==> src/rtl/core/hgcs_pkg.sv <==
`timescale 1ns / 1ps
// ---------------------------------------------------------------------------
// Height grid smoother package
// Shared constants, the job type and helpers of the smoother.
// ---------------------------------------------------------------------------
package hgcs_pkg;

    localparam int MAX_WIDTH   = 256;
    localparam int MAX_ROWS    = 4096;
    localparam int HEIGHT_BITS = 16;
    localparam int SUM_BITS    = HEIGHT_BITS + 4;
    localparam int INDEX_BITS  = 20;
    localparam int COL_BITS    = $clog2(MAX_WIDTH);
    localparam int ROW_BITS    = $clog2(MAX_ROWS);
    localparam int WCFG_BITS   = 9;
    localparam int HCFG_BITS   = 13;
    localparam int QUEUE_DEPTH = 4;

    localparam logic CFG_GRID_WIDTH  = 1'b0;
    localparam logic CFG_GRID_HEIGHT = 1'b1;

    typedef struct packed {
        logic signed [SUM_BITS-1:0]   sum;
        logic [2:0]                   parts;
        logic [INDEX_BITS-1:0]        index;
        logic                         last;
    } job_t;

    function automatic logic signed [SUM_BITS-1:0] sx(input logic signed [HEIGHT_BITS-1:0] a);
        sx = {{(SUM_BITS-HEIGHT_BITS){a[HEIGHT_BITS-1]}}, a};
    endfunction

endpackage

==> src/rtl/core/hgcs_queue.sv <==
`timescale 1ns / 1ps
// ---------------------------------------------------------------------------
// Job queue
// Small FIFO that decouples the classifying front from the divider back.
// ---------------------------------------------------------------------------
module hgcs_queue
(
    input  logic          clk,
    input  logic          rst_n,
    input  logic          push,
    input  hgcs_pkg::job_t push_data,
    output logic          full,
    input  logic          pop,
    output hgcs_pkg::job_t pop_data,
    output logic          empty
);
    import hgcs_pkg::*;

    localparam int PTR_BITS = $clog2(QUEUE_DEPTH);

    job_t                slot_reg [QUEUE_DEPTH];
    logic [PTR_BITS-1:0] wr_ptr_reg;
    logic [PTR_BITS-1:0] rd_ptr_reg;
    logic [PTR_BITS:0]   count_reg;

    assign full     = (count_reg == (PTR_BITS+1)'(QUEUE_DEPTH));
    assign empty    = (count_reg == '0);
    assign pop_data = slot_reg[rd_ptr_reg];

    always_ff @(posedge clk)
    begin
        if (push && !full)
        begin
            slot_reg[wr_ptr_reg] <= push_data;
        end
    end

    always_ff @(posedge clk or negedge rst_n)
    begin
        if (!rst_n)
        begin
            wr_ptr_reg <= '0;
            rd_ptr_reg <= '0;
            count_reg  <= '0;
        end
        else
        begin
            if (push && !full)
            begin
                wr_ptr_reg <= wr_ptr_reg + 1'b1;
            end
            if (pop && !empty)
            begin
                rd_ptr_reg <= rd_ptr_reg + 1'b1;
            end
            count_reg <= count_reg + (PTR_BITS+1)'(push && !full) - (PTR_BITS+1)'(pop && !empty);
        end
    end

endmodule

==> config.mk <==
export PLATFORM = sky130hd
export DESIGN_NAME = hgcs_queue
export DESIGN_NICKNAME = d
export VERILOG_FILES = /design/src/rtl/core/hgcs_pkg.sv /design/src/rtl/core/hgcs_queue.sv
export SDC_FILE = /design/constraint.sdc
export NUM_CORES = 1
export LEC_CHECK = 0
export BUFFER_PORTS_ARGS = -buffer_cell sky130_fd_sc_hd__buf_2
export CAP_MARGIN = 20
export CORE_MARGIN = 4
export CORE_UTILIZATION = 51
export DETAILED_ROUTE_END_ITERATION = 8
export PLACE_DENSITY = 0.83
export SYNTH_ARGS = -nofsm -noshare
export SYNTH_HDL_FRONTEND = slang
export SYNTH_SLANG_ARGS = --single-unit
==> constraint.sdc <==
create_clock -name clk -period 2.3 [get_ports clk]
set_input_delay 0.23 -clock clk [delete_from_list [all_inputs] [get_ports clk]]
set_output_delay 0.23 -clock clk [all_outputs]
set_load 0.02 [all_outputs]
==> metrics.md <==
| Metric | Value |
|---|---|
| Outcome | `completed` |
| Max clock buf depth | `2` |
| Gr usage total | `16.6%` |
| Num CTS Buffers | `17` |
| P&R area growth vs syn | `20.5%` |
| VDD IR max | `0.816 mV` |
| Yosys warning total | `0` |
| Clock sinks | `183` |
| Max FFs per register | `176` |
| Max-capacitance violation count | `0` |
| Die Y | `124 um` |
| DRC errors left | `0` |
| Congestion Overflow GR | `0` |
| GP Congestion | `approximately 0.73` |
| Worst Tran Pin Value | `0.455 ns` |
| Starting density of the core | `51.9%` |
| Drt initial violations | `a little over 200` |
| Vias in the first global route | `3,290` |
| PortBufs | `93` |
| R2R depth | `8` |
| RSZ-0062 raised after global routing | `false` |
| LEAKAGE | `2.91 nW` |
| Hold Path Class | `in -> reg` |
| Cell taking the most area after synthesis | `edfxtp_1` |
| Reg clk slew, reported paths | `roughly 0.060 ns` |
| Drt via density | `between 5 and 6` |
| Most common cell in the netlist | `edfxtp_1` |
| Relative slew slack | `between 60% and 70%` |
| Post-Place Cell Area | `7580 sq um` |
| Detailed Place HPWL | `7260 um` |
| Peak Freq | `~0.46 GHz` |
| Crit-path max FO | `12` |
| # setup viols final | `0` |
| Synthesized area | `6880 sq um` |
| Syn nets | `326` |
| EDFF count, synth | `176` |
| #FFs+latches synth | `between 150 and 200` |
| Cells after Synth | `around 270` |
| Avg WL per Cell | `20.5 um` |
| Ys flop type | `edfxtp_1` |
| Sequential-to-total area share from yosys stat | `between 70 and 80%` |
| Die area | `15,400 sq um` |
| Hold Path Cell Cnt | `1` |
| Synth top area cells | `edfxtp_1 77%, mux4_2 12%, dfrtp_1 2.5%` |
| Maximum number of pins on one net before global-route repair | `32` |
| Core Rows | `42` |
| I/O Pins | `94` |
| CTS tree | `yes` |
| Die width | `about 120 um` |
| Critical path class | `reg -> out` |
| Clock Latency Late Sink | `0.42 ns` |
| Top post-synthesis cells by count | `176 x edfxtp_1, 38 x mux4_2, 7 x dfrtp_1` |
| H-tree levels | `4` |
| Post-route cell area | `8290 sq um` |
| Setup TNS | `0 ns` |
| Core region area | `13,200 sq um` |
| Min cycle time layout | `2.20 ns` |
| Worst Setup End Kind | `primary output` |
| Avg Inst Size Synth | `roughly 25 sq um` |
| Crit share post-route | `between 90% and 100%` |
| DRT Pass-1 Iters | `7` |
| CP required | `~2.1 ns` |
| Final hold vios | `0` |
| Worst Skew | `0.0189 ns` |
| Final WL | `11,900 um` |
| Proportion of layout cells with a drive suffix above 1 | `45.4%` |
| Slew Limit Fails | `0` |
| Fin nets | `447` |
| Startpoint Class | `flop` |
| Antenna Cells | `0` |
| Initial antenna violation count | `1` |
| Via count | `around 3,100` |
| Library cells used by synthesis | `20` |
| Share of flip-flops with an asynchronous set or reset | `roughly 3.8%` |
| DRT antenna net count | `0` |
| Pwr dens | `1350 nW/um^2` |
| Top cell type's share of synthesized area | `between 70% and 80%` |
| Crit path DAT | `1.97 ns` |
| Root Driver | `clkbuf_16` |
| First-pass GRT wire length | `18,200 um` |
per-stage QoR:
| stage | util (%) | worst slack [ns] | cells | total power [mW] | hold WS [ns] |
|---|---|---|---|---|---|
| global placement | 57.2 | 0.198 | 543 | 8.14 | 0.0741 |
| CTS | 62.4 | 0.0583 | 580 | 11.3 | 0.000524 |
| detailed placement | 57.2 | 0.0945 | 543 | 8.25 | 0.0752 |
| global route | 62.6 | 0.0272 | 581 | 11.8 | 0.00141 |
| finish | 62.6 | 0.102 | 581 | 11.2 | 0.0161 |
| floorplan | - | 0.0544 | 271 | 7.20 | -0.0656 |
where the power goes:
| group | internal, mW | total, mW | leakage, nW | switching, mW |
|---|---|---|---|---|
| logic | 1.51 | 3.51 | 0.922 | 1.99 |
| clock network | 1.83 | 3.00 | 0.299 | 1.17 |
| registers | 4.40 | 4.69 | 1.69 | 0.283 |
final cells by class:
type | instances | area [sq um]
Clock buffer | 18 | 429
Clock inverter | 14 | 196
Fill cell | 913 | 4950
Inverter | 6 | 22.5
Multi-Input combinational cell | 72 | 1300
Sequential cell | 183 | 5470
Tap cell | 176 | 220
Timing Repair Buffer | 112 | 651
metal layers:
metal,vias to the layer above,GRT usage (%),share of wire (%)
li1,1402,-,-
met1,1646,21.9,41
met2,88,26.0,51
met3,7,6.49,6.9
met4,2,4.93,0.34
met5,-,0,0.059
worst paths after layout:
| check | from | to | slack [ns] |
|---|---|---|---|
| worst min-delay path | push_data[37] | slot_reg[3][37]$_DFFE_PP_ | 0.02 |
| worst max register to register | count_reg[2]$_DFF_PN0_ | count_reg[2]$_DFF_PN0_ | 0.15 |
| min in group asynchronous | rst_n | count_reg[2]$_DFF_PN0_ | 0.19 |
| worst min register to register | wr_ptr_reg[1]$_DFFE_PN0P_ | wr_ptr_reg[1]$_DFFE_PN0P_ | 0.63 |
| worst max-delay path | rd_ptr_reg[0]$_DFFE_PN0P_ | pop_data[15] | 0.10 |
| max in group asynchronous | rst_n | rd_ptr_reg[0]$_DFFE_PN0P_ | 1.92 |
worst max-delay path: stages (launching register included):
cell and delay [ns]:
dfrtp_4 0.59, buf_4 0.26, mux4_2 0.52, buf_2 0.18
logic make-up after synthesis:
logic type | after synthesis | synth area share [%]
AO/OA/AOI/OAI | 4 | 0.455
XOR/XNOR | 4 | 0.509
adder cells (fa/ha/maj) | 7 | 1.38
buffers and inverters | 16 | 2.02
flip-flops | 183 | 79.4
multiplexers | 44 | 14.7
AND/OR/NAND/NOR | 13 | 1.51
cells in the final DEF, fill, tap and decap left out, drive strengths merged, types with 2 or more instances in the layout:
master       synthesis  layout
ha                   6       6
and3b                4       4
clkinv               0       5
clkinvlp             0       2
edfxtp             176     176
bufinv               0       4
inv                  6       9
dlygate4sd3          0       4
xnor2                4       4
nand4bb              2       2
mux4                44      44
clkbuf               0      18
dfrtp                7       7
nand2b               4       4
buf                 10     108
o211ai               2       2
repair_timing:
| action | 4_1_cts | 5_1_grt |
|---|---|---|
| hold buffers | 4 | 0 |
| setup endpoints to repair | 28 | 1 |
| setup buffers | 1 | 1 |
| resized for setup | 0 | 3 |
| hold endpoints to repair | 19 | 0 |
Note: power is estimated with default switching activity, not from simulation.
