<file path="src/rtl/core/hgcs_pkg.sv">
`timescale 1ns / 1ps
// ---------------------------------------------------------------------------
// Height grid smoother package
// Shared constants, the job type and helpers of the smoother.
// ---------------------------------------------------------------------------
package hgcs_pkg;

    localparam int MAX_WIDTH   = 256;
    localparam int MAX_ROWS    = 4096;
    localparam int HEIGHT_BITS = 16;
    localparam int SUM_BITS    = HEIGHT_BITS + 4;
    localparam int INDEX_BITS  = 20;
    localparam int COL_BITS    = $clog2(MAX_WIDTH);
    localparam int ROW_BITS    = $clog2(MAX_ROWS);
    localparam int WCFG_BITS   = 9;
    localparam int HCFG_BITS   = 13;
    localparam int QUEUE_DEPTH = 4;

    localparam logic CFG_GRID_WIDTH  = 1'b0;
    localparam logic CFG_GRID_HEIGHT = 1'b1;

    typedef struct packed {
        logic signed [SUM_BITS-1:0]   sum;
        logic [2:0]                   parts;
        logic [INDEX_BITS-1:0]        index;
        logic                         last;
    } job_t;

    function automatic logic signed [SUM_BITS-1:0] sx(input logic signed [HEIGHT_BITS-1:0] a);
        sx = {{(SUM_BITS-HEIGHT_BITS){a[HEIGHT_BITS-1]}}, a};
    endfunction

endpackage

</file>
<file path="src/rtl/core/hgcs_back.sv">
`timescale 1ns / 1ps
// ---------------------------------------------------------------------------
// Smoother back
// Divides each queued sum by its part count with rounding to nearest, ties
// away from zero, and presents the result on the output channel.
// ---------------------------------------------------------------------------
module hgcs_back
(
    input  logic                                    clk,
    input  logic                                    rst_n,
    input  logic                                    q_empty,
    input  hgcs_pkg::job_t                          q_data,
    output logic                                    pop,
    output logic                                    out_valid,
    input  logic                                    out_stall,
    output logic signed [hgcs_pkg::HEIGHT_BITS-1:0] smoothed_height,
    output logic [hgcs_pkg::INDEX_BITS-1:0]         vertex_index,
    output logic                                    last_of_run
);
    import hgcs_pkg::*;

    localparam int RECIP_BITS  = 21;
    localparam int RECIP_SHIFT = 21;
    localparam int PROD_BITS   = SUM_BITS + RECIP_BITS;

    // Reciprocals ceil(2^21 / parts). The rounding error stays below one part
    // in a quotient for every sum magnitude that six heights can reach.
    localparam logic [RECIP_BITS-1:0] RECIP_2 = 21'd1048576;
    localparam logic [RECIP_BITS-1:0] RECIP_3 = 21'd699051;
    localparam logic [RECIP_BITS-1:0] RECIP_4 = 21'd524288;
    localparam logic [RECIP_BITS-1:0] RECIP_5 = 21'd419431;
    localparam logic [RECIP_BITS-1:0] RECIP_6 = 21'd349526;

    localparam logic BK_IDLE = 1'b0;
    localparam logic BK_MUL  = 1'b1;

    logic                          state_reg;
    logic [SUM_BITS-1:0]           num_reg;
    logic [RECIP_BITS-1:0]         recip_reg;
    logic                          neg_reg;
    logic [INDEX_BITS-1:0]         index_reg;
    logic                          last_reg;
    logic                          valid_reg;
    logic signed [HEIGHT_BITS-1:0] result_reg;

    logic [SUM_BITS-1:0]           mag;
    logic [RECIP_BITS-1:0]         recip;
    logic [PROD_BITS-1:0]          product;
    logic [HEIGHT_BITS:0]          quot;

    assign pop             = (state_reg == BK_IDLE) && !q_empty && !valid_reg;
    assign out_valid       = valid_reg;
    assign smoothed_height = result_reg;
    assign vertex_index    = index_reg;
    assign last_of_run     = last_reg;

    assign mag     = q_data.sum[SUM_BITS-1] ? SUM_BITS'(-q_data.sum) : q_data.sum;
    assign product = num_reg * recip_reg;
    assign quot    = product[RECIP_SHIFT +: HEIGHT_BITS+1];

    always_comb
    begin
        case (q_data.parts)
            3'd2:    recip = RECIP_2;
            3'd3:    recip = RECIP_3;
            3'd4:    recip = RECIP_4;
            3'd5:    recip = RECIP_5;
            default: recip = RECIP_6;
        endcase
    end

    always_ff @(posedge clk)
    begin
        if (pop)
        begin
            // (2*|sum| + parts) / (2*parts) equals (|sum| + parts/2) / parts.
            num_reg   <= mag + SUM_BITS'(q_data.parts[2:1]);
            recip_reg <= recip;
            neg_reg   <= q_data.sum[SUM_BITS-1];
            index_reg <= q_data.index;
            last_reg  <= q_data.last;
        end
        else if (state_reg == BK_MUL)
        begin
            result_reg <= neg_reg ? HEIGHT_BITS'(-quot) : quot[HEIGHT_BITS-1:0];
        end
    end

    always_ff @(posedge clk or negedge rst_n)
    begin
        if (!rst_n)
        begin
            state_reg <= BK_IDLE;
            valid_reg <= 1'b0;
        end
        else
        begin
            case (state_reg)
                BK_IDLE:
                begin
                    if (pop)
                        state_reg <= BK_MUL;
                end
                BK_MUL:
                begin
                    state_reg <= BK_IDLE;
                    valid_reg <= 1'b1;
                end
                default:
                begin
                    state_reg <= BK_IDLE;
                end
            endcase
            if (valid_reg && !out_stall)
            begin
                valid_reg <= 1'b0;
            end
        end
    end

endmodule

</file>
<file path="config.mk">
export PLATFORM = sky130hd
export DESIGN_NAME = hgcs_back
export DESIGN_NICKNAME = d
export VERILOG_FILES = /design/src/rtl/core/hgcs_pkg.sv /design/src/rtl/core/hgcs_back.sv
export SDC_FILE = /design/constraint.sdc
export NUM_CORES = 1
export LEC_CHECK = 0
export BUFFER_PORTS_ARGS = -buffer_cell sky130_fd_sc_hd__buf_4
export CAP_MARGIN = 25
export CORE_MARGIN = 3
export CORE_UTILIZATION = 45
export DETAILED_ROUTE_END_ITERATION = 12
export GPL_TIMING_DRIVEN = 0
export RECOVER_POWER = 25
export SETUP_SLACK_MARGIN = 0.15
export SLEW_MARGIN = 20
export SYNTH_ARGS = -nofsm -noshare
export SYNTH_HDL_FRONTEND = slang
export SYNTH_SLANG_ARGS = --single-unit
</file>
<file path="constraint.sdc">
create_clock -name clk -period 13.52 [get_ports clk]
set_input_delay 0 -clock clk [delete_from_list [all_inputs] [get_ports clk]]
set_output_delay 0 -clock clk [all_outputs]
set_load 0.03 [all_outputs]
</file>
==> results.sh, run 1 <==
export IMPL_status="complete, no violations"
export IMPL_rows=60
export IMPL_synth_mux_area_frac=0.00246
export IMPL_syn_nets=1704
export IMPL_antenna_cells=0
export IMPL_period_minus_slack_ns=9.33
export IMPL_ant_nets=0
export IMPL_rsz0062_at_grt="false"
export IMPL_finish_net_count=1831
export IMPL_fp_dieH_um=174
export IMPL_antenna_found_initial=0
export IMPL_grt_pass1_wl_um=50900
export IMPL_hold_buffers=28
export IMPL_start_util=0.465
export IMPL_clock_sinks=67
export IMPL_fin_util=0.525
export IMPL_track_usage=0.213
export IMPL_fin_crit_sh=0.690
export IMPL_dpl_hpwl_um=27200
export IMPL_dieArea_um2=30300
export IMPL_tightest_slew_ns=0.895
export IMPL_clock_path_buffers=2
export IMPL_synth_xor_area_share=0.0551
export IMPL_post_cts_buffers=0
export IMPL_hold_viol=0
export IMPL_grt_pass1_vias=9660
export IMPL_clkTransAtPathRegs_ns=0.07
export IMPL_dieWidth_um=174
export IMPL_h_tree_depth=3
export IMPL_dp_worst_setup_slack_ns=4.19
export IMPL_yosys_area_share_simple=0.130
export IMPL_cp_required_ns=13.61
export IMPL_clock_latency_ns=0.34
export IMPL_grt_overflow=0
export IMPL_drv_slew=0
export IMPL_use_met1=0.293
export IMPL_syn_inst=1296
export IMPL_crit_fanout=10
export IMPL_yosysSeqAreaShare=0.157
export IMPL_gp_routability_congestion=0.910
export IMPL_gr_max_usage_layer="met2"
export IMPL_synth_top_family_by_area="adder cells"
export IMPL_synth_async_reset_ratio=0.0299
export IMPL_met2_usage=0.348
export IMPL_port_buffers=83
export IMPL_yosys_register_bits=67
export IMPL_grt_max_degree=17
export IMPL_synth_compound_gate_area_share=0.0721
export IMPL_io_pins=87
export IMPL_area_growth_pct=12.9
export IMPL_finalSetupViolCount=0
export IMPL_wl_um=31000
export IMPL_synth_edf_count=65
export IMPL_fin_ws_ns=4.19
export IMPL_fin_skew_ns=0.0163
export IMPL_synthesis_area_um2=12700
export IMPL_cts_root_buf="clkbuf_16"
export IMPL_drive_gt1_frac=0.0805
export IMPL_yosys_warnings=0
export IMPL_drt_iter0_drc=544
export IMPL_relSlewSlack=0.402
export IMPL_fillers=2553
export IMPL_synth_fa_ha_area_frac=0.483
export IMPL_route_detailed_wl_per_inst_um=17.2
export IMPL_cts_resized_gates=0
export IMPL_max_freq_mhz=107
export IMPL_synth_main_ff_cell="edfxtp_1"
export IMPL_crit_type="reg -> reg"
export IMPL_first_pass_iters=5
export IMPL_via_per_inst=5.13
export IMPL_hp_class="in -> reg"
export IMPL_met3_usage=0.0408
export IMPL_cts_inserted_buffers=9
export IMPL_cts_tree="done"
export IMPL_worst_setup_path_end_kind="register"
export IMPL_vias=9232
export IMPL_synth_cell_types=63
export IMPL_drc=0
export IMPL_critPathLaunchType="register"
export IMPL_avgSynthCellArea_um2=9.81
export IMPL_arrival_ns=9.42
export IMPL_core_um2=27300
export IMPL_tns_ns=0
export IMPL_cap_violations=0
[final timing paths]
kind,end,from,depth (start not counted),slack (ns)
max,smoothed_height[15]$_DFFE_PP_,recip_reg[17]$_DFFE_PP_,25,4.19
min,num_reg[7]$_DFFE_PP_,q_data[31],2,0.02
min reg2reg,state_reg$_DFF_PN0_,out_valid$_DFFE_PN0P_,1,0.50
max reg2reg,smoothed_height[15]$_DFFE_PP_,recip_reg[17]$_DFFE_PP_,25,4.19
max in group asynchronous,state_reg$_DFF_PN0_,rst_n,3,12.86
min in group asynchronous,out_valid$_DFFE_PN0P_,rst_n,3,0.54
[through the flow]
step                      hold slack [ns]  cells  cell area (um^2)
after floorplan                    -0.296   1296             12700
after global placement             -0.215   1751             13800
after detailed placement           -0.215   1756             13800
after CTS                         0.00590   1800             14400
after global routing               0.0272   1800             14400
final                              0.0164   1800             14400
[area by class of cell]
cell class	count	area, um^2	area share
multi-input cells	891	9440	0.658
flip-flops and latches	67	2000	0.139
inverters	314	1180	0.0821
repair buffers	116	881	0.0614
well taps	372	465	0.0324
clock buffers	9	225	0.0157
plain buffers	24	95.1	0.00662
clock inverters	7	65.1	0.00453
[cell usage after synthesis (6+ instances only)]
| library cell | count | area (um^2) |
|---|---|---|
| o21a_1 | 6 | 45.0 |
| nand2_1 | 118 | 443 |
| ha_1 | 142 | 1780 |
| inv_1 | 313 | 1170 |
| clkbuf_1 | 22 | 82.6 |
| nand3_1 | 13 | 65.1 |
| a211oi_1 | 6 | 45.0 |
| xnor2_1 | 44 | 385 |
| nor2b_1 | 6 | 37.5 |
| and2_1 | 73 | 457 |
| nand4_1 | 8 | 50.1 |
| nor2_1 | 31 | 116 |
| o21ai_0 | 24 | 120 |
| a21oi_1 | 32 | 160 |
| nand2b_1 | 8 | 50.1 |
| edfxtp_1 | 65 | 1950 |
| fa_1 | 218 | 4360 |
| xor2_1 | 36 | 315 |
| a21o_1 | 17 | 128 |
| nor3_1 | 14 | 70.1 |
| o31ai_1 | 10 | 75.1 |
[logic make-up (layout without fill, tap and decap cells)]
| group | after synthesis | in the layout |
|---|---|---|
| mux | 3 | 3 |
| flops | 67 | 67 |
| compound gates | 134 | 134 |
| fa+ha+maj | 360 | 360 |
| xor+xnor | 80 | 80 |
| simple gates | 314 | 314 |
| buf+inv | 338 | 470 |
[cells in the final DEF (no fill, tap or decap), drive strengths merged, types with 3 or more instances in the layout]
master / count
a211oi: 6
a21o: 17
a21oi: 32
a31oi: 3
and2: 74
and4: 3
buf: 51
clkbuf: 70
dlygate4sd3: 28
edfxtp: 65
fa: 218
ha: 142
inv: 319
nand2: 119
nand2b: 8
nand3: 13
nand3b: 4
nand4: 9
nor2: 31
nor2b: 6
nor3: 16
nor4: 4
o211ai: 4
o21a: 6
o21ai: 24
o21bai: 4
o221ai: 3
o22ai: 5
o31ai: 10
o41ai: 7
or2: 5
or2b: 3
or3: 8
or4: 4
xnor2: 44
xor2: 36
[worst max-delay path: stages (launching register included)]
cell and delay (ns):
edfxtp_1 0.39, clkbuf_1 0.49, clkbuf_1 0.52, nand2_1 0.23, fa_1 0.62, inv_1 0.08
fa_1 0.69, ha_1 0.31, xor2_1 0.17, fa_1 0.58, fa_1 0.43, fa_1 0.49
inv_1 0.07, fa_1 0.49, inv_1 0.04, ha_1 0.34, a21oi_1 0.20, nor3_1 0.07
a2111oi_0 0.74, o221ai_1 0.40, nor2_1 0.21, xnor2_1 0.15, nor4b_2 0.61, nand4_1 0.33
o41ai_2 0.30, xnor2_1 0.12
[routing by layer]
layer	routed length, um	share of wire	up-vias
met4	690	0.022	0
met2	14700	0.47	304
met1	13500	0.43	4547
met5	0	0	-
met3	2140	0.069	36
li1	-	-	4345
Power of run 1 is not shown: default switching activity piles up to over one toggle a cycle in this logic, so the estimate is an artifact.
==> run 2, diff against run 1 <==
ABC_AREA = 1   (was default)
clock period = 8.32 ns   (was 13.52 ns; I/O delays follow)
==> run 2 against run 1 <==
Against the previous run:
- clock skew up 0.00054 ns
- worst hold slack better by 0.033 ns
- design area is 8.3% higher
- core utilization is 0.62 points lower
- sequential cell count unchanged
- fmax rose by 21%
- critical path depth up 11
- clock-buffer cell count is the same
- global-route usage grew 1.8 points
- largest cell class unchanged
==> results.sh, run 2 <==
export IMPL_core_um2=30000
export IMPL_wl_um=34900
export IMPL_synthTopCellsByCount="493 x inv_1, 414 x nand2_1, 218 x fa_1"
export IMPL_port_buffers=86
export IMPL_crit_type="reg -> reg"
export IMPL_status="complete, no violations"
export IMPL_route_detailed_wl_per_inst_um=15.7
export IMPL_syn_inst=1704
export IMPL_synth_most_common_cell="inv_1"
export IMPL_drive_gt1_frac=0.0935
export IMPL_via_per_inst=4.77
export IMPL_crit_start="recip_reg[17]$_DFFE_PP_"
export IMPL_avgSynthCellArea_um2=8.11
export IMPL_synthesis_area_um2=13800
export IMPL_mostFrequentLayoutCells="493 x inv_1, 414 x nand2_1, 218 x fa_1"
export IMPL_critPathLaunchType="register"
export IMPL_rsz0062_at_grt="false"
export IMPL_period_minus_slack_ns=7.70
export IMPL_hp_start="q_data[42]"
export IMPL_grt_pass1_wl_um=60000
export IMPL_hold_viol=0
export IMPL_final_common_cell="inv_1"
export IMPL_ff_latch_area_um2=2000
export IMPL_grt_overflow=0
export IMPL_relSlewSlack=0.429
export IMPL_synth_edf_count=65
export IMPL_tightest_slew_ns=0.857
export IMPL_fin_util=0.519
export IMPL_cp_required_ns=8.43
export IMPL_grt_max_degree=17
export IMPL_ant_nets=0
export IMPL_cts_tree="done"
export IMPL_drv_slew=0
export IMPL_max_freq_mhz=130
export IMPL_max_stage_delay_ns=0.56
export IMPL_antenna_found_initial=0
export IMPL_grt_pass1_vias=11637
export IMPL_drt_iter0_drc=768
export IMPL_gp_routability_congestion=0.981
export IMPL_clock_sinks=67
export IMPL_rows=63
export IMPL_h_tree_depth=3
export IMPL_yosys_register_bits=67
export IMPL_track_usage=0.231
export IMPL_clkTransAtPathRegs_ns=0.07
export IMPL_crit_fanout=10
export IMPL_syn_nets=2112
export IMPL_fin_skew_ns=0.0169
export IMPL_dieArea_um2=32900
export IMPL_fp_dieH_um=181
export IMPL_synthTopCellsByArea="fa_1 32%, edfxtp_1 14%, inv_1 13%"
export IMPL_slowest_stage="fa_1"
export IMPL_yosysSeqAreaShare=0.145
export IMPL_drc=0
export IMPL_synth_cell_types=42
export IMPL_antenna_cells=0
export IMPL_multi_input_area_um2=9840
export IMPL_first_pass_iters=5
export IMPL_r2r_start="recip_reg[17]$_DFFE_PP_"
export IMPL_dieWidth_um=181
export IMPL_clock_path_buffers=2
export IMPL_tns_ns=0
export IMPL_worst_setup_path_end_kind="register"
export IMPL_cts_root_buf="clkbuf_16"
export IMPL_yosys_warnings=0
export IMPL_area_growth_pct=12.5
export IMPL_synth_main_ff_cell="edfxtp_1"
export IMPL_synth_async_reset_ratio=0.0299
export IMPL_crit_top_cell="nand2_1"
export IMPL_finish_net_count=2243
export IMPL_hp_class="in -> reg"
export IMPL_arrival_ns=7.81
export IMPL_synth_top_area_frac=0.316
export IMPL_dpl_hpwl_um=30800
export IMPL_finalSetupViolCount=0
export IMPL_clock_latency_ns=0.37
export IMPL_cap_violations=0
export IMPL_start_util=0.461
export IMPL_fin_crit_sh=0.926
export IMPL_fillers=2950
export IMPL_vias=10641
export IMPL_io_pins=87
export IMPL_cts_inserted_buffers=9
export IMPL_yosysTopAreaCell="fa_1"
==> run 2: changes by cell type after synthesis, sizes merged, moves of 6 or more <==
cell    previous run  this run
inv              314       502
o31ai             10         0
nor2b              6         0
nand2b             8         0
and2              74         2
nor2              31        95
nand3             13        47
clkbuf            22        15
o41ai              7         0
nand2            119       439
o21a               6         0
xnor2             44        19
or3                8         0
nor3              16        10
==> run 2: through the flow <==
stage          setup WS [ns]  hold slack, ns  area (um^2)  cells
2_1_floorplan           1.51          -0.296        13800   1704
3_3_place_gp           0.178          -0.217        15000   2180
3_5_place_dp           0.153          -0.215        15000   2185
4_1_cts                0.301         0.00647        15600   2230
5_1_grt                0.165          0.0616        15500   2230
6_report               0.617          0.0497        15500   2230
==> run 2: metal layers <==
layer | share of wire | track usage | wire length (um) | vias to the layer above
li1 | - | - | - | 5263
met1 | 0.47 | 0.327 | 16400 | 5061
met2 | 0.46 | 0.376 | 16000 | 269
met3 | 0.048 | 0.0258 | 1660 | 48
met4 | 0.027 | 0.0676 | 945 | 0
met5 | 0 | 0 | 0 | -
==> run 2: worst paths after layout <==
check / endpoint / slack [ns] / depth (start not counted)
max in group asynchronous: out_valid$_DFFE_PN0P_ / 7.65 / 3
max reg2reg: smoothed_height[14]$_DFFE_PP_ / 0.62 / 36
max: smoothed_height[14]$_DFFE_PP_ / 0.62 / 36
min: num_reg[19]$_DFFE_PP_ / 0.05 / 4
min reg2reg: state_reg$_DFF_PN0_ / 0.51 / 1
min in group asynchronous: state_reg$_DFF_PN0_ / 0.54 / 3
==> run 2: kinds of logic (layout without fill, tap and decap cells) <==
logic type,count (synthesis),count (layout),share of synthesized area
and+or+nand+nor,619,619,0.198
buffers and inverters,524,660,0.143
adders and majority gates,360,360,0.444
AOI/OAI and AO/OA,77,77,0.0326
DFF,67,67,0.145
xor gates and xnor gates,56,56,0.0366
muxes,1,1,0.000815
==> run 2: final cells by class <==
| class | count | share of cell area |
|---|---|---|
| Buffer | 21 | 0.00628 |
| Clock buffer | 9 | 0.0145 |
| Clock inverter | 7 | 0.00523 |
| Inverter | 503 | 0.121 |
| Multi-Input combinational cell | 1113 | 0.633 |
| Sequential cell | 67 | 0.129 |
| Tap cell | 390 | 0.0314 |
| Timing Repair Buffer | 120 | 0.0595 |
==> run 2: timing repair <==
item | 4_1_cts | 5_1_grt
setup buffers | 0 | 0
hold endpoints to repair | 33 | 0
hold buffers | 29 | 0
setup endpoints to repair | 2 | 7
gates resized for setup | 1 | 4
==> run 2: critical path, delay by kind of cell, from the launching register on <==
kind / cells / cell delay, ns
adder cells (fa/ha/maj): 9 / 4.20
buffers and inverters: 10 / 1.05
flip-flops: 1 / 0.45
AND/OR/NAND/NOR: 17 / 1.75
Power of run 2 is left out for the same reason.
==> run 3, diff against run 2 <==
CORE_MARGIN = default   (was 3)
TNS_END_PERCENT = 50   (was default)
==> run 3 against run 2 <==
Against the previous run:
- final cell count is essentially flat
- sequential share of layout area hardly changed
- fmax is 0.80% higher
- via count up 0.60%
- sequential cell count stayed put
- global-route usage up 1.4 points
- clock skew is essentially flat
- wire length is 0.19% higher
- die area down 4.4%
- critical path depth is 1 higher
- register-to-register slack better by 0.06 ns
- worst hold slack lost 0.0011 ns
- critical endpoint is now smoothed_height[12]$_DFFE_PP_
- highest routed layer unchanged
==> results.sh, run 3 (synthesized netlist as in run 2, its figures left out) <==
export IMPL_slowest_stage="fa_1"
export IMPL_drc=0
export IMPL_first_pass_iters=5
export IMPL_fin_ws_ns=0.678
export IMPL_relSlewSlack=0.411
export IMPL_via_per_inst=4.80
export IMPL_crit_type="reg -> reg"
export IMPL_post_cts_buffers=0
export IMPL_ant_nets=0
export IMPL_tightest_slew_ns=0.884
export IMPL_arrival_ns=7.76
export IMPL_clock_latency_ns=0.37
export IMPL_clkTransAtPathRegs_ns=0.07
export IMPL_cts_inserted_buffers=9
export IMPL_dp_worst_setup_slack_ns=0.161
export IMPL_antenna_cells=0
export IMPL_stdcell_area_um2=15500
export IMPL_dpl_hpwl_um=30700
export IMPL_cts_tree="done"
export IMPL_finish_net_count=2244
export IMPL_drt_iter0_drc=655
export IMPL_grt_pass1_vias=11123
export IMPL_grt_overflow=0
export IMPL_clock_path_buffers=2
export IMPL_route_detailed_wl_per_inst_um=15.7
export IMPL_period_minus_slack_ns=7.64
export IMPL_crit_fanout=10
export IMPL_finalSetupViolCount=0
export IMPL_status="complete, no violations"
export IMPL_mostFrequentLayoutCells="493 x inv_1, 414 x nand2_1, 218 x fa_1"
export IMPL_cap_violations=0
export IMPL_cp_required_ns=8.44
export IMPL_final_common_cell="inv_1"
export IMPL_track_usage=0.245
export IMPL_drv_slew=0
export IMPL_clock_sinks=67
export IMPL_grt_max_degree=17
export IMPL_dieWidth_um=177
export IMPL_fillers=2979
export IMPL_final_cell_count_no_fill=2231
export IMPL_worst_setup_path_end_kind="register"
export IMPL_rsz0062_at_grt="false"
export IMPL_rows=63
export IMPL_cts_root_buf="clkbuf_16"
export IMPL_h_tree_depth=3
export IMPL_wl_um=35000
export IMPL_drive_gt1_frac=0.0929
export IMPL_start_util=0.461
export IMPL_hp_class="in -> reg"
export IMPL_dieArea_um2=31400
export IMPL_dp_cells=2185
export IMPL_max_stage_delay_ns=0.57
export IMPL_max_freq_mhz=131
export IMPL_fin_crit_sh=0.919
export IMPL_gp_routability_congestion=0.955
export IMPL_port_buffers=86
export IMPL_postPlaceCellArea_um2=15000
export IMPL_vias=10705
export IMPL_io_pins=87
export IMPL_hold_viol=0
export IMPL_area_growth_pct=12.5
export IMPL_tns_ns=0
export IMPL_critPathLaunchType="register"
export IMPL_antenna_found_initial=0
export IMPL_crit_top_cell="nand2_1"
export IMPL_fin_skew_ns=0.0165
export IMPL_core_um2=30000
export IMPL_ff_latch_area_um2=2000
export IMPL_multi_input_area_um2=9850
export IMPL_grt_pass1_wl_um=58400
export IMPL_fp_dieH_um=177
## run 3: per-layer routing
metal	track usage	vias to the layer above	part of all wire
met1	0.341	5120	0.46
met4	0.0780	0	0.026
met5	0	-	0
li1	-	5272	-
met2	0.398	268	0.46
met3	0.0299	45	0.051
## run 3: stage by stage
| step | util | hold slack [ns] |
|---|---|---|
| floorplan | - | -0.296 |
| global placement | 0.499 | -0.217 |
| detailed placement | 0.501 | -0.217 |
| CTS | 0.521 | 0.0400 |
| global route | 0.519 | 0.0717 |
| finish | 0.519 | 0.0486 |
## run 3: path summary, 6_finish.rpt
kind	to	slack [ns]	start	cells after the start
min	num_reg[19]$_DFFE_PP_	0.05	q_data[42]	4
min in group asynchronous	state_reg$_DFF_PN0_	0.54	rst_n	3
max	smoothed_height[12]$_DFFE_PP_	0.68	recip_reg[17]$_DFFE_PP_	37
max reg2reg	smoothed_height[12]$_DFFE_PP_	0.68	recip_reg[17]$_DFFE_PP_	37
min reg2reg	state_reg$_DFF_PN0_	0.50	state_reg$_DFF_PN0_	1
max in group asynchronous	out_valid$_DFFE_PN0P_	7.65	rst_n	3
## run 3: layout make-up
type,count,share of cell area
clock buffers,9,0.0145
clock inverters,7,0.00459
flip-flops and latches,67,0.129
inverters,503,0.121
repair buffers,121,0.0594
well taps,390,0.0314
plain buffers,21,0.00636
multi-input cells,1113,0.633
## run 3: worst max-delay path, delay by kind of cell, from the launching register on
| family | cells | cell delay [ns] |
|---|---|---|
| adder cells (fa/ha/maj) | 9 | 3.82 |
| AND/OR/NAND/NOR | 16 | 1.49 |
| buffers and inverters | 9 | 1.13 |
| flip-flops | 1 | 0.42 |
| AO/OA/AOI/OAI | 2 | 0.35 |
| XOR/XNOR | 1 | 0.19 |
## run 3: what timing repair did
| item | in CTS | in global routing |
|---|---|---|
| setup endpoints to repair | 2 | 8 |
| pin swaps | 0 | 0 |
| hold buffers | 30 | 0 |
| hold endpoints to repair | 33 | 0 |
| gates resized for setup | 1 | 7 |
Power of run 3 is left out for the same reason.
